--- src/design/led_driver_command_encoder_core_assert.svh ---
// Assertion macros used by the LED-driver command encoder back end.
`ifndef LED_DRIVER_COMMAND_ENCODER_CORE_ASSERT_SVH
`define LED_DRIVER_COMMAND_ENCODER_CORE_ASSERT_SVH

// Clocked check, skipped while reset is asserted.
`define LDCE_ASSERT(lbl, prop, msg) \
  lbl: assert property (@(posedge clk) disable iff (!rst_n) prop) else $error(msg);

// Clocked check that also holds during reset.
`define LDCE_ASSERT_ALWAYS(lbl, prop, msg) \
  lbl: assert property (@(posedge clk) prop) else $error(msg);

`endif

--- src/design/ldce_pkg.sv ---
// Types, constants and helpers shared by the LED-driver command encoder.
package ldce_pkg;

  localparam int VALUE_BITS    = 16;
  localparam int CASCADE_COUNT = 10;
  localparam int MAX_CLOCKS    = 248;
  localparam int CMD_BITS      = CASCADE_COUNT * VALUE_BITS;
  localparam int PH_W          = $clog2(VALUE_BITS);
  localparam int SAMPLE_W      = 12;
  localparam int SAMPLES_PER_RESULT = 4;

  localparam logic [SAMPLE_W-1:0] RED_LANES   = 12'h0C3;
  localparam logic [SAMPLE_W-1:0] GREEN_LANES = 12'h30C;
  localparam logic [SAMPLE_W-1:0] BLUE_LANES  = 12'hC30;

  typedef struct packed {
    logic [7:0]  requested_clocks;
    logic [7:0]  high_clocks;
    logic        has_data;
    logic [15:0] red_value;
    logic [15:0] green_value;
    logic [15:0] blue_value;
  } in_req_t;

  typedef struct packed {
    logic [31:0] first_word;
    logic [31:0] second_word;
    logic        second_valid;
    logic        is_header;
    logic        rejected;
    logic        last_of_run;
  } out_res_t;

  // Classified command passed from the front to the back
  typedef struct packed {
    logic        rejected;
    logic [7:0]  low_m1;
    logic [7:0]  high_m1;
    logic        has_data;
    logic [7:0]  pad;
    logic [5:0]  nres_m1;
    logic [15:0] red_value;
    logic [15:0] green_value;
    logic [15:0] blue_value;
  } cmd_t;

  // Spread one bit of each color onto its lanes
  function automatic logic [SAMPLE_W-1:0] lane_sample(input logic r, input logic g,
                                                      input logic b);
    logic [SAMPLE_W-1:0] s;
    s = '0;
    if (r) s = s | RED_LANES;
    if (g) s = s | GREEN_LANES;
    if (b) s = s | BLUE_LANES;
    return s;
  endfunction

endpackage

--- src/design/ldce_front.sv ---
// Front end: rounds the clock count, validates the request, builds a command.
module ldce_front (
  input  ldce_pkg::in_req_t req,
  output ldce_pkg::cmd_t    cmd
);
  import ldce_pkg::*;

  logic [8:0] clocks;
  logic [8:0] high9;
  logic       bad;

  // Round up to a multiple of eight
  assign clocks = ({1'b0, req.requested_clocks} + 9'd7) & ~9'd7;
  assign high9  = {1'b0, req.high_clocks};

  // Reject bad high count, too many clocks, or data that does not fit
  assign bad = (req.high_clocks == 8'd0) || (high9 >= clocks) ||
               (clocks > 9'(MAX_CLOCKS)) ||
               (req.has_data && (clocks < 9'(CMD_BITS)));

  // Build the command
  always_comb begin
    cmd.rejected    = bad;
    cmd.low_m1      = 8'(clocks - high9 - 9'd1);
    cmd.high_m1     = req.high_clocks - 8'd1;
    cmd.has_data    = req.has_data;
    cmd.pad         = 8'(clocks - 9'(CMD_BITS));
    cmd.nres_m1     = 6'(clocks[8:2] - 7'd1);
    cmd.red_value   = req.red_value;
    cmd.green_value = req.green_value;
    cmd.blue_value  = req.blue_value;
  end

endmodule

--- src/design/ldce_cmd_fifo.sv ---
// Two-entry command queue between the front and the back.
module ldce_cmd_fifo (
  input  logic           clk,
  input  logic           rst_n,
  input  logic           push,
  input  ldce_pkg::cmd_t push_data,
  output logic           full,
  input  logic           pop,
  output logic           empty,
  output ldce_pkg::cmd_t pop_data
);
  import ldce_pkg::*;

  cmd_t       mem_r [2];
  logic       wp_r, wp_nxt;
  logic       rp_r, rp_nxt;
  logic [1:0] cnt_r, cnt_nxt;
  logic       do_push, do_pop;

  assign full     = (cnt_r == 2'd2);
  assign empty    = (cnt_r == 2'd0);
  assign do_push  = push && !full;
  assign do_pop   = pop && !empty;
  assign pop_data = mem_r[rp_r];

  // Advance pointers and count
  always_comb begin
    wp_nxt  = do_push ? ~wp_r : wp_r;
    rp_nxt  = do_pop ? ~rp_r : rp_r;
    cnt_nxt = cnt_r + 2'(do_push) - 2'(do_pop);
  end

  always_ff @(posedge clk) begin
    if (!rst_n) begin
      wp_r  <= 1'b0;
      rp_r  <= 1'b0;
      cnt_r <= 2'd0;
    end else begin
      wp_r  <= wp_nxt;
      rp_r  <= rp_nxt;
      cnt_r <= cnt_nxt;
    end
  end

  // Store the request
  always_ff @(posedge clk) begin
    if (do_push) begin
      mem_r[wp_r] <= push_data;
    end
  end

endmodule

--- src/design/ldce_back.sv ---
// Back end: sequences header, sample and reject results into the output register.
`include "led_driver_command_encoder_core_assert.svh"

module ldce_back (
  input  logic             clk,
  input  logic             rst_n,
  input  logic             cmd_empty,
  input  ldce_pkg::cmd_t   cmd_data,
  output logic             cmd_pop,
  output logic             res_valid,
  output ldce_pkg::out_res_t res_data,
  input  logic             res_pop
);
  import ldce_pkg::*;

  typedef enum logic [2:0] {
    S_IDLE = 3'b001,
    S_HEAD = 3'b010,
    S_SAMP = 3'b100
  } state_t;

  state_t     st_r, st_nxt;
  cmd_t       cmd_r;
  logic [5:0] k_r, k_nxt;
  logic [7:0] idx_r, idx_nxt;
  logic [PH_W-1:0] ph_r, ph_nxt;
  out_res_t   out_r, out_nxt;
  logic       out_valid_r, out_valid_nxt;
  logic       can_load;
  logic       load;

  logic [SAMPLE_W-1:0] smp [SAMPLES_PER_RESULT];
  logic [2:0]          ndata;
  logic [PH_W:0]       ph_sum;

  assign can_load  = !out_valid_r || res_pop;
  assign cmd_pop   = (st_r == S_IDLE) && !cmd_empty;
  assign res_valid = out_valid_r;
  assign res_data  = out_r;

  // Build the four samples of the current result
  always_comb begin
    logic [8:0]  pos;
    logic        dat;
    logic [PH_W:0] p;
    logic [4:0]  bpos;
    ndata = 3'd0;
    for (int s = 0; s < SAMPLES_PER_RESULT; s++) begin
      pos = {1'b0, idx_r} + 9'(s);
      dat = cmd_r.has_data && (pos >= {1'b0, cmd_r.pad});
      p   = {1'b0, ph_r} + (PH_W+1)'(ndata);
      if (p >= (PH_W+1)'(VALUE_BITS)) p = p - (PH_W+1)'(VALUE_BITS);
      bpos = 5'(VALUE_BITS - 1) - 5'(p);
      smp[s] = dat ? lane_sample(cmd_r.red_value[bpos[3:0]], cmd_r.green_value[bpos[3:0]],
                                 cmd_r.blue_value[bpos[3:0]])
                   : '0;
      ndata = ndata + 3'(dat);
    end
    ph_sum = {1'b0, ph_r} + (PH_W+1)'(ndata);
    if (ph_sum >= (PH_W+1)'(VALUE_BITS)) ph_sum = ph_sum - (PH_W+1)'(VALUE_BITS);
  end

  // Sequence one command
  always_comb begin
    st_nxt        = st_r;
    k_nxt         = k_r;
    idx_nxt       = idx_r;
    ph_nxt        = ph_r;
    out_nxt       = out_r;
    out_valid_nxt = out_valid_r && !res_pop;
    load          = 1'b0;
    case (st_r)
      S_IDLE: begin
        if (!cmd_empty) st_nxt = S_HEAD;
      end
      S_HEAD: begin
        if (can_load) begin
          load                 = 1'b1;
          out_nxt              = '0;
          if (cmd_r.rejected) begin
            out_nxt.rejected    = 1'b1;
            out_nxt.last_of_run = 1'b1;
            st_nxt              = S_IDLE;
          end else begin
            out_nxt.first_word  = {8'd0, cmd_r.high_m1, 8'd0, cmd_r.low_m1};
            out_nxt.is_header   = 1'b1;
            st_nxt              = S_SAMP;
          end
          k_nxt   = '0;
          idx_nxt = '0;
          ph_nxt  = '0;
        end
      end
      S_SAMP: begin
        if (can_load) begin
          load                 = 1'b1;
          out_nxt.first_word   = {8'd0, smp[1], smp[0]};
          out_nxt.second_word  = {8'd0, smp[3], smp[2]};
          out_nxt.second_valid = 1'b1;
          out_nxt.is_header    = 1'b0;
          out_nxt.rejected     = 1'b0;
          out_nxt.last_of_run  = (k_r == cmd_r.nres_m1);
          k_nxt   = k_r + 6'd1;
          idx_nxt = idx_r + 8'(SAMPLES_PER_RESULT);
          ph_nxt  = PH_W'(ph_sum);
          if (k_r == cmd_r.nres_m1) st_nxt = S_IDLE;
        end
      end
      default: st_nxt = S_IDLE;
    endcase
    if (load) out_valid_nxt = 1'b1;
  end

  always_ff @(posedge clk) begin
    if (!rst_n) begin
      st_r        <= S_IDLE;
      out_valid_r <= 1'b0;
    end else begin
      st_r        <= st_nxt;
      out_valid_r <= out_valid_nxt;
    end
  end

  // Hold payload and counters
  always_ff @(posedge clk) begin
    if (cmd_pop) cmd_r <= cmd_data;
    k_r   <= k_nxt;
    idx_r <= idx_nxt;
    ph_r  <= ph_nxt;
    out_r <= out_nxt;
  end

  `LDCE_ASSERT(a_rej_last, out_valid_r && out_r.rejected |-> out_r.last_of_run, "reject not last")
  `LDCE_ASSERT(a_samp_pair, out_valid_r && !out_r.is_header && !out_r.rejected |-> out_r.second_valid, "sample result without second word")
  `LDCE_ASSERT(a_last_idle, load && out_nxt.last_of_run |=> st_r == S_IDLE, "no return to idle after last result")
  `LDCE_ASSERT(a_k_bound, st_r == S_SAMP |-> k_r <= cmd_r.nres_m1, "sample count overrun")

endmodule

--- src/design/led_driver_command_encoder_core.sv ---
// Top level of the LED-driver command encoder.
//
//  channel  | ports                       | request moved
//  ---------+-----------------------------+----------------------------------
//  input    | in_push, in_full, in_data   | one command request
//  result   | out_pop, out_empty, out_data| header, sample pair or reject
//
// A command yields one reject result, or a header plus clocks/4 sample
// results (up to 63 in all), one result per cycle while out_pop keeps up.
// The back end takes a command from the two-entry queue in its idle state
// and then emits the command's results from its header and sample states.
// The front accepts new commands while the back works until the queue fills.
// Reset is synchronous, active low, and empties the queue and output register.
module led_driver_command_encoder_core (
  input  logic               clk,
  input  logic               rst_n,
  input  logic               in_push,
  output logic               in_full,
  input  ldce_pkg::in_req_t  in_data,
  output logic               out_empty,
  input  logic               out_pop,
  output ldce_pkg::out_res_t out_data
);
  import ldce_pkg::*;

  cmd_t fe_cmd;
  cmd_t q_cmd;
  logic q_empty;
  logic q_pop;
  logic res_valid;

  // Classify the request
  ldce_front u_front (
    .req (in_data),
    .cmd (fe_cmd)
  );

  // Queue classified commands
  ldce_cmd_fifo u_fifo (
    .clk       (clk),
    .rst_n     (rst_n),
    .push      (in_push),
    .push_data (fe_cmd),
    .full      (in_full),
    .pop       (q_pop),
    .empty     (q_empty),
    .pop_data  (q_cmd)
  );

  // Emit the word run
  ldce_back u_back (
    .clk       (clk),
    .rst_n     (rst_n),
    .cmd_empty (q_empty),
    .cmd_data  (q_cmd),
    .cmd_pop   (q_pop),
    .res_valid (res_valid),
    .res_data  (out_data),
    .res_pop   (out_pop)
  );

  assign out_empty = !res_valid;

endmodule
--- config.mk ---
export PLATFORM = sky130hd
export DESIGN_NAME = led_driver_command_encoder_core
export DESIGN_NICKNAME = d
export VERILOG_FILES = /design/src/design/ldce_pkg.sv /design/src/design/ldce_front.sv /design/src/design/ldce_cmd_fifo.sv /design/src/design/ldce_back.sv /design/src/design/led_driver_command_encoder_core.sv
export VERILOG_INCLUDE_DIRS = /design/src /design/src/design
export SDC_FILE = /design/constraint.sdc
export NUM_CORES = 1
export LEC_CHECK = 0
export ABC_AREA = 1
export BUFFER_PORTS_ARGS = -buffer_cell sky130_fd_sc_hd__buf_2
export CAP_MARGIN = 10
export CELL_PAD_IN_SITES_DETAIL_PLACEMENT = 1
export CELL_PAD_IN_SITES_GLOBAL_PLACEMENT = 1
export CORE_ASPECT_RATIO = 0.75
export CORE_MARGIN = 1.5
export CORE_UTILIZATION = 45
export DETAILED_ROUTE_END_ITERATION = 16
export PLACE_DENSITY = 0.85
export RECOVER_POWER = 25
export REMOVE_ABC_BUFFERS = 1
export SETUP_SLACK_MARGIN = 0.4
export SYNTH_ARGS = -nofsm -noshare
export SYNTH_HDL_FRONTEND = slang
export SYNTH_SLANG_ARGS = --single-unit
--- constraint.sdc ---
create_clock -name clk -period 5.5 [get_ports clk]
set_clock_uncertainty 0.2 [all_clocks]
set_input_delay 1.1 -clock clk [delete_from_list [all_inputs] [get_ports clk]]
set_output_delay 1.1 -clock clk [all_outputs]
set_load 0.02 [all_outputs]
# Word level (Yosys, flattened, before mapping)
# Memory sizes are Yosys's and may differ from the RTL's. A register that Yosys moved wholly into a read port is not among the register bits.
# Index checks and enable logic that the tools add are counted.
# op_classes
n_mux,71
n_bitwise,2
shift,0
div,0
n_eq_ne,9
n_reduce_logical,23
multipliers,0
order_cmp,16
add_sub_neg,29
# ops
cell,n
$mux W68,2
$pmux W68 S2,1
$mux W12,8
$bmux W1 S4,12
$mux W8,6
$mux W10,4
$mux W4,7
$ge A9 B8 Y1,3
$mux W24,1
$ge A5 B5 Y1 const B,4
$lt A4 B5 Y1 const B,4
$sub A4 B1 Y4 const B,5
$add A8 B2 Y9 const B,2
$mux W1,18
$pmux W8 S2,1
$sub A4 B4 Y4 const A,4
$sub A8 B1 Y8 const B,2
$mux W3,5
$mux W6,2
$pmux W6 S2,1
$add A4 B3 Y5,2
$add A8 B1 Y9 const B,1
$add A8 B3 Y9 const B,1
$ge A8 B9 Y1,1
other kinds (35),53
# word_totals
latch_bits,0
output_inout_bits,70
word_cells,165
romBits,0
in_bits,69
mem_count,1
mem_bits_rw,160
ff_bits,94
# memory_table
name,words,width,rd,rd_clocked_by_memory_dff,wr,line_no,text
u_fifo.mem_r,2,80,1,1,1,ldce_cmd_fifo.sv:14,cmd_t mem_r [2];

# Longest topological paths before layout
# depth
word_depth,17
ltp_mapped,22

# Cells and area by module
# Synthesis repeated with hierarchy kept, for this count alone.
# unflattened
cells_unflattened,1251
hier_area_um2,14938.1
# by_module_without_submodules
mod,instances,seq_area_each_um2,area_per_inst_um2,cells_per_inst
ldce_back,1,3863.7,7430.9,800
ldce_cmd_fifo,1,4904.7,6424.9,287
ldce_front,1,0.0,1078.5,163
led_driver_command_encoder_core,1,0.0,3.8,1

# Worst setup path before layout
# OpenSTA, ideal clock, no wires.
# synth_timing
path_kind,input-to-reg
start,input port in_push
end,memory u_fifo.mem_r[1][0] (netlist name) (enable)
slack_ns,0.397
stages,2
arrival_time_ns,4.393
required_ns,4.790
setup_time_ns,0.510
path_cell_list,o21ai_0 > nor2_1
# synth_via
elab_chain_cells,3
# synth_rtl
element,line_no,text
start: declaration,led_driver_command_encoder_core.sv:17,"input logic in_push,"
$logic_and A1 B1 Y1,ldce_cmd_fifo.sv:22,assign do_push = push && !full;
$mux W1,ldce_cmd_fifo.sv:47,if (do_push) begin
$mux W1 (implied by the code),ldce_cmd_fifo.sv:48,mem_r[wp_r] <= push_data;
end: declaration,ldce_cmd_fifo.sv:14,
# Every way passes these cells.

# Worst setup path after layout
# layout_timing
start,register u_back.idx_r[6]
end,"register u_back.out_r (netlist bit u_back.res_data[23]), data pin"
# layout_via
elab_chain_cells,17
word_cells_on_any_way,26
classes_between,add/sub: 8; order compare: 5; mux: 9; reduce/logical: 4
# layout_rtl
element,line_no,text
start: declaration,ldce_back.sv:25,"logic [7:0] idx_r, idx_nxt;"
start signal: assignment,ldce_back.sv:128,idx_r <= idx_nxt;
$add A8 B1 Y9,ldce_back.sv:49,"pos = {1'b0, idx_r} + 9'(s);"
$ge A9 B8 Y1,ldce_back.sv:50,"dat = cmd_r.has_data && (pos >= {1'b0, cmd_r.pad});"
$logic_and A1 B1 Y1,ldce_back.sv:50,
$add A1 B1 Y2,ldce_back.sv:57,ndata = ndata + 3'(dat);
$add A3 B1 Y3,ldce_back.sv:57,
$add A4 B3 Y5,ldce_back.sv:51,"p = {1'b0, ph_r} + (PH_W+1)'(ndata);"
$sub A4 B1 Y4 or $ge A5 B5 Y1 (tied branches),ldce_back.sv:52,if (p >= (PH_W+1)'(VALUE_BITS)) p = p - (PH_W+1)'(VALUE_BITS);
$mux W4,ldce_back.sv:52,
$sub A4 B4 Y4,ldce_back.sv:53,bpos = 5'(VALUE_BITS - 1) - 5'(p);
$bmux W1 S4,ldce_back.sv:54,"smp[s] = dat ? lane_sample(cmd_r.red_value[bpos[3:0]], cmd_r.green_value[bpos[3:0]],"
$mux W1 (implied by the code),ldce_back.sv:54,
$mux W8,ldce_pkg.sv:52,if (r) s = s | RED_LANES;
$mux W10,ldce_pkg.sv:53,if (g) s = s | GREEN_LANES;
$mux W12,ldce_pkg.sv:54,if (b) s = s | BLUE_LANES;
$mux W12 *,ldce_back.sv:54,
$mux W68 *,ldce_back.sv:95,if (can_load) begin
$pmux W68 S2 *,ldce_back.sv:72,case (st_r)
end signal: assignment,ldce_back.sv:130,out_r <= out_nxt;
end: declaration,ldce_back.sv:27,"out_res_t out_r, out_nxt;"
# Every way passes the cells marked *; elsewhere a longest branch is shown, timed or not. The select of a mux whose other input is x is not followed.
# A chain may end at the register's enable or synchronous reset.

==> flow_metrics.py <==
metrics = {
    "global_routing": {
        "grt_max_degree": 78,
        "grt_usage_pct": 23.1,
        "grt_pass1_wl_um": 53700,
        "grt_pass1_vias": 9714,
        "antenna_found_initial": 1,
        "grt.overflow.total": 0,
    },
    "final_layout": {
        "layout_commonest_cell": "nand2_1",
        "syn_to_final_growth_pct": 13.3,
        "nNetsFinal": 1486,
        "fillers": 3225,
        "final_cell_mix": "nand2_1 (444), edfxtp_1 (271), inv_1 (109), nand3_1 (107), buf_2 (92)",
        "drive_gt1_share_pct": 12.1,
        "instances_no_fill": 1793,
    },
    "critical_path": {
        "critPathKind": "register to register",
        "path_cells": "ha_1 -> nand2_1 -> inv_1 -> a21oi_1 -> nand2_1 -> nand2_1 -> inv_1 -> ha_1 -> ha_1 -> inv_1 -> fa_1 -> inv_1 -> o211ai_1 -> nand2_1 -> nor2_1 -> nor2_1",
        "end_kind": "register",
        "cp.required_ps": 5620,
        "cp-start-kind": "register",
        "worstPathArrival_ps": 4270,
        "worst-path-max-fanout": 13,
        "cp_slowest_stage_delay_ps": 790,
        "critPathSlowestCell": "fa_1",
    },
    "synthesis": {
        "synthSimpleGateAreaFrac_pct": 19.6,
        "yosys.area_share.xor_xnor_pct": 1.56,
        "ys_types": 37,
        "ys_seq_area_share_pct": 63.0,
        "synth_top_cell_area_share_pct": 61.8,
        "syn_area_sq_um": 13200,
        "synth_cells": 1276,
        "syn_area_per_cell_sq_um": 10.3,
        "ys_seq_elements": 279,
        "synth_top_family_by_area": "simple AND/OR/NAND/NOR gates",
        "synth_compound_area_share_pct": 4.71,
        "yosysWarnings": 0,
        "yosysTopAreaCell": "edfxtp_1",
        "synthMuxAreaShare_pct": 0,
        "synthAdderAreaFrac_pct": 4.03,
        "synth_area_leaders": "edfxtp_1 (62%), nand2_1 (13%), nand3_1 (4.1%), ha_1 (3.4%), inv_1 (3.1%)",
    },
    "cts": {
        "insertion_delay_ps": 570,
        "hold_buffers": 0,
        "cts_root_buf": "clkbuf_16",
        "cts-buffers-inserted": 29,
        "cts_tree": "done",
        "cts.repair.resized": 0,
        "clock_sink_count": 279,
        "cts_buffer_depth": 3,
        "post-cts-setup-buffers": 0,
        "cts_max_level": 1,
        "clkTransAtPathRegs_ps": 70,
    },
    "placement": {
        "hpwlAfterDp_um": 23800,
        "gp_congestion": 0.905,
        "dp.cells": 1738,
        "io_buffers": 122,
    },
    "die": {
        "dieArea_sq_um": 30300,
        "ios": 139,
        "coreArea_sq_um": 28900,
        "die_y_um": 151,
        "die_w_um": 201,
        "rows": 54,
        "initial_core_util_pct": 45.6,
    },
    "sta": {
        "setup_viol": 0,
        "worstMarginPinSlew_ps": 3920,
        "fin_crit_ps": 4150,
        "period_share_pct": 75.4,
        "fmax_mhz": 241,
        "relSlewSlack_pct": -161,
        "hold_viol_final": 0,
        "drv_slew": 78,
        "rsz0062_at_grt": "false",
        "setup-tns-final_ps": 0,
    },
    "drt": {
        "vias": 9411,
        "dr.pass1.iters": 5,
        "ant_nets": 0,
        "drt_iter0_drc": 691,
        "avgRoutedWirePerCell_um": 19.4,
        "wl_um": 34900,
        "route.detailed.drc": 0,
        "viasPerCell": 5.25,
    },
    "worst_hold_path": {
        "hp-class": "register to register",
    },
    "pwr": {
        "peakVddDrop_uv": 291,
        "power_density_nw_per_um2": 574,
        "leakage_nw": 6.38,
    },
    "job": {
        "cap_violations": 1,
    },
    "status": {
        "failed_checks": "capacitance limit, slew limit",
        "status": "finished with violations",
    },
}
-- final timing paths --
check	startpoint	end	slack [ps]	depth (start not counted)
max	u_back.idx_r[6]$_SDFFCE_PN0P_	u_back.res_data[23]$_SDFFCE_PN0P_	1350	16
min	u_fifo.cnt_r[1]$_SDFF_PN0_	u_fifo.cnt_r[1]$_SDFF_PN0_	260	1
max reg2reg	u_back.idx_r[6]$_SDFFCE_PN0P_	u_back.res_data[23]$_SDFFCE_PN0P_	1350	16
min reg2reg	u_fifo.cnt_r[1]$_SDFF_PN0_	u_fifo.cnt_r[1]$_SDFF_PN0_	260	1
-- cell families after synthesis --
| group | Yosys count |
|---|---|
| AO/OA/AOI/OAI | 114 |
| XOR/XNOR | 20 |
| adder cells (fa/ha/maj) | 40 |
| buffers and inverters | 195 |
| flip-flops | 279 |
| other | 1 |
| AND/OR/NAND/NOR | 627 |
-- registers in the layout, indices dropped and copies added, names as in the netlist --
signal	cells
u_fifo.cnt_r	2
u_back.ph_r	4
u_back.st_r	3
u_back.res_data	30
u_fifo.mem_r	150
u_back.cmd_r	75
u_back.k_r	6
u_back.res_valid	1
u_back.idx_r	6
u_fifo.rp_r	1
u_fifo.wp_r	1
-- critical path: cells and delay by family (launching register included) --
kind | cells | cell delay [ps]
AO/OA/AOI/OAI | 2 | 410
adder cells (fa/ha/maj) | 4 | 1710
buffers and inverters | 4 | 570
AND/OR/NAND/NOR | 6 | 560
flip-flops | 1 | 450
-- metal layers --
layer	global-route usage, %	vias to the layer above	part of all wire (%)
met1	31.7	4668	45
met3	3.77	50	6.0
li1	-	4431	-
met2	38.5	262	47
met5	0	-	0
met4	5.90	0	2.0
-- power by group --
| part | total (mW) | switching (mW) | internal [mW] |
|---|---|---|---|
| sequential | 3.33 | 0.288 | 3.05 |
| clock | 2.12 | 0.829 | 1.29 |
| combinational | 3.12 | 2.22 | 0.899 |
-- cell usage after synthesis, drive strengths merged --
cell type and instances:
a21boi 1, a21oi 39, and2 1, buf 62, clkbuf 18, clkinv 1
conb 1, dfxtp 8, edfxtp 271, fa 4, ha 36, inv 114
nand2 447, nand3 110, nand4 4, nor2 58, nor3 5, nor4 1
o211ai 19, o21ai 55, or2 1, xnor2 5, xor2 15
-- cell type report --
cell class	instances	area, sq um	share of cell area (%)
multi-input cells	817	4010	26.9
clock inverters	23	292	1.95
inverters	115	434	2.91
diodes	1	2.50	0.0168
well taps	392	490	3.28
clock buffers	31	733	4.91
repair buffers	135	667	4.47
flip-flops and latches	279	8300	55.6
-- stage by stage --
stage          area (sq um)  hold slack [ps]  utilization, %  total power, mW  worst slack [ps]
2_1_floorplan         12700              222               -             5.33               397
3_3_place_gp          14000              232            48.3             6.24              1550
3_5_place_dp          14000              254            48.3             6.41              1390
4_1_cts               15000              265            51.8             8.59              1380
5_1_grt               14900              281            51.6             9.10              1020
6_report              14900              264            51.6             8.57              1350
Note: power is estimated with default switching activity, not from simulation.
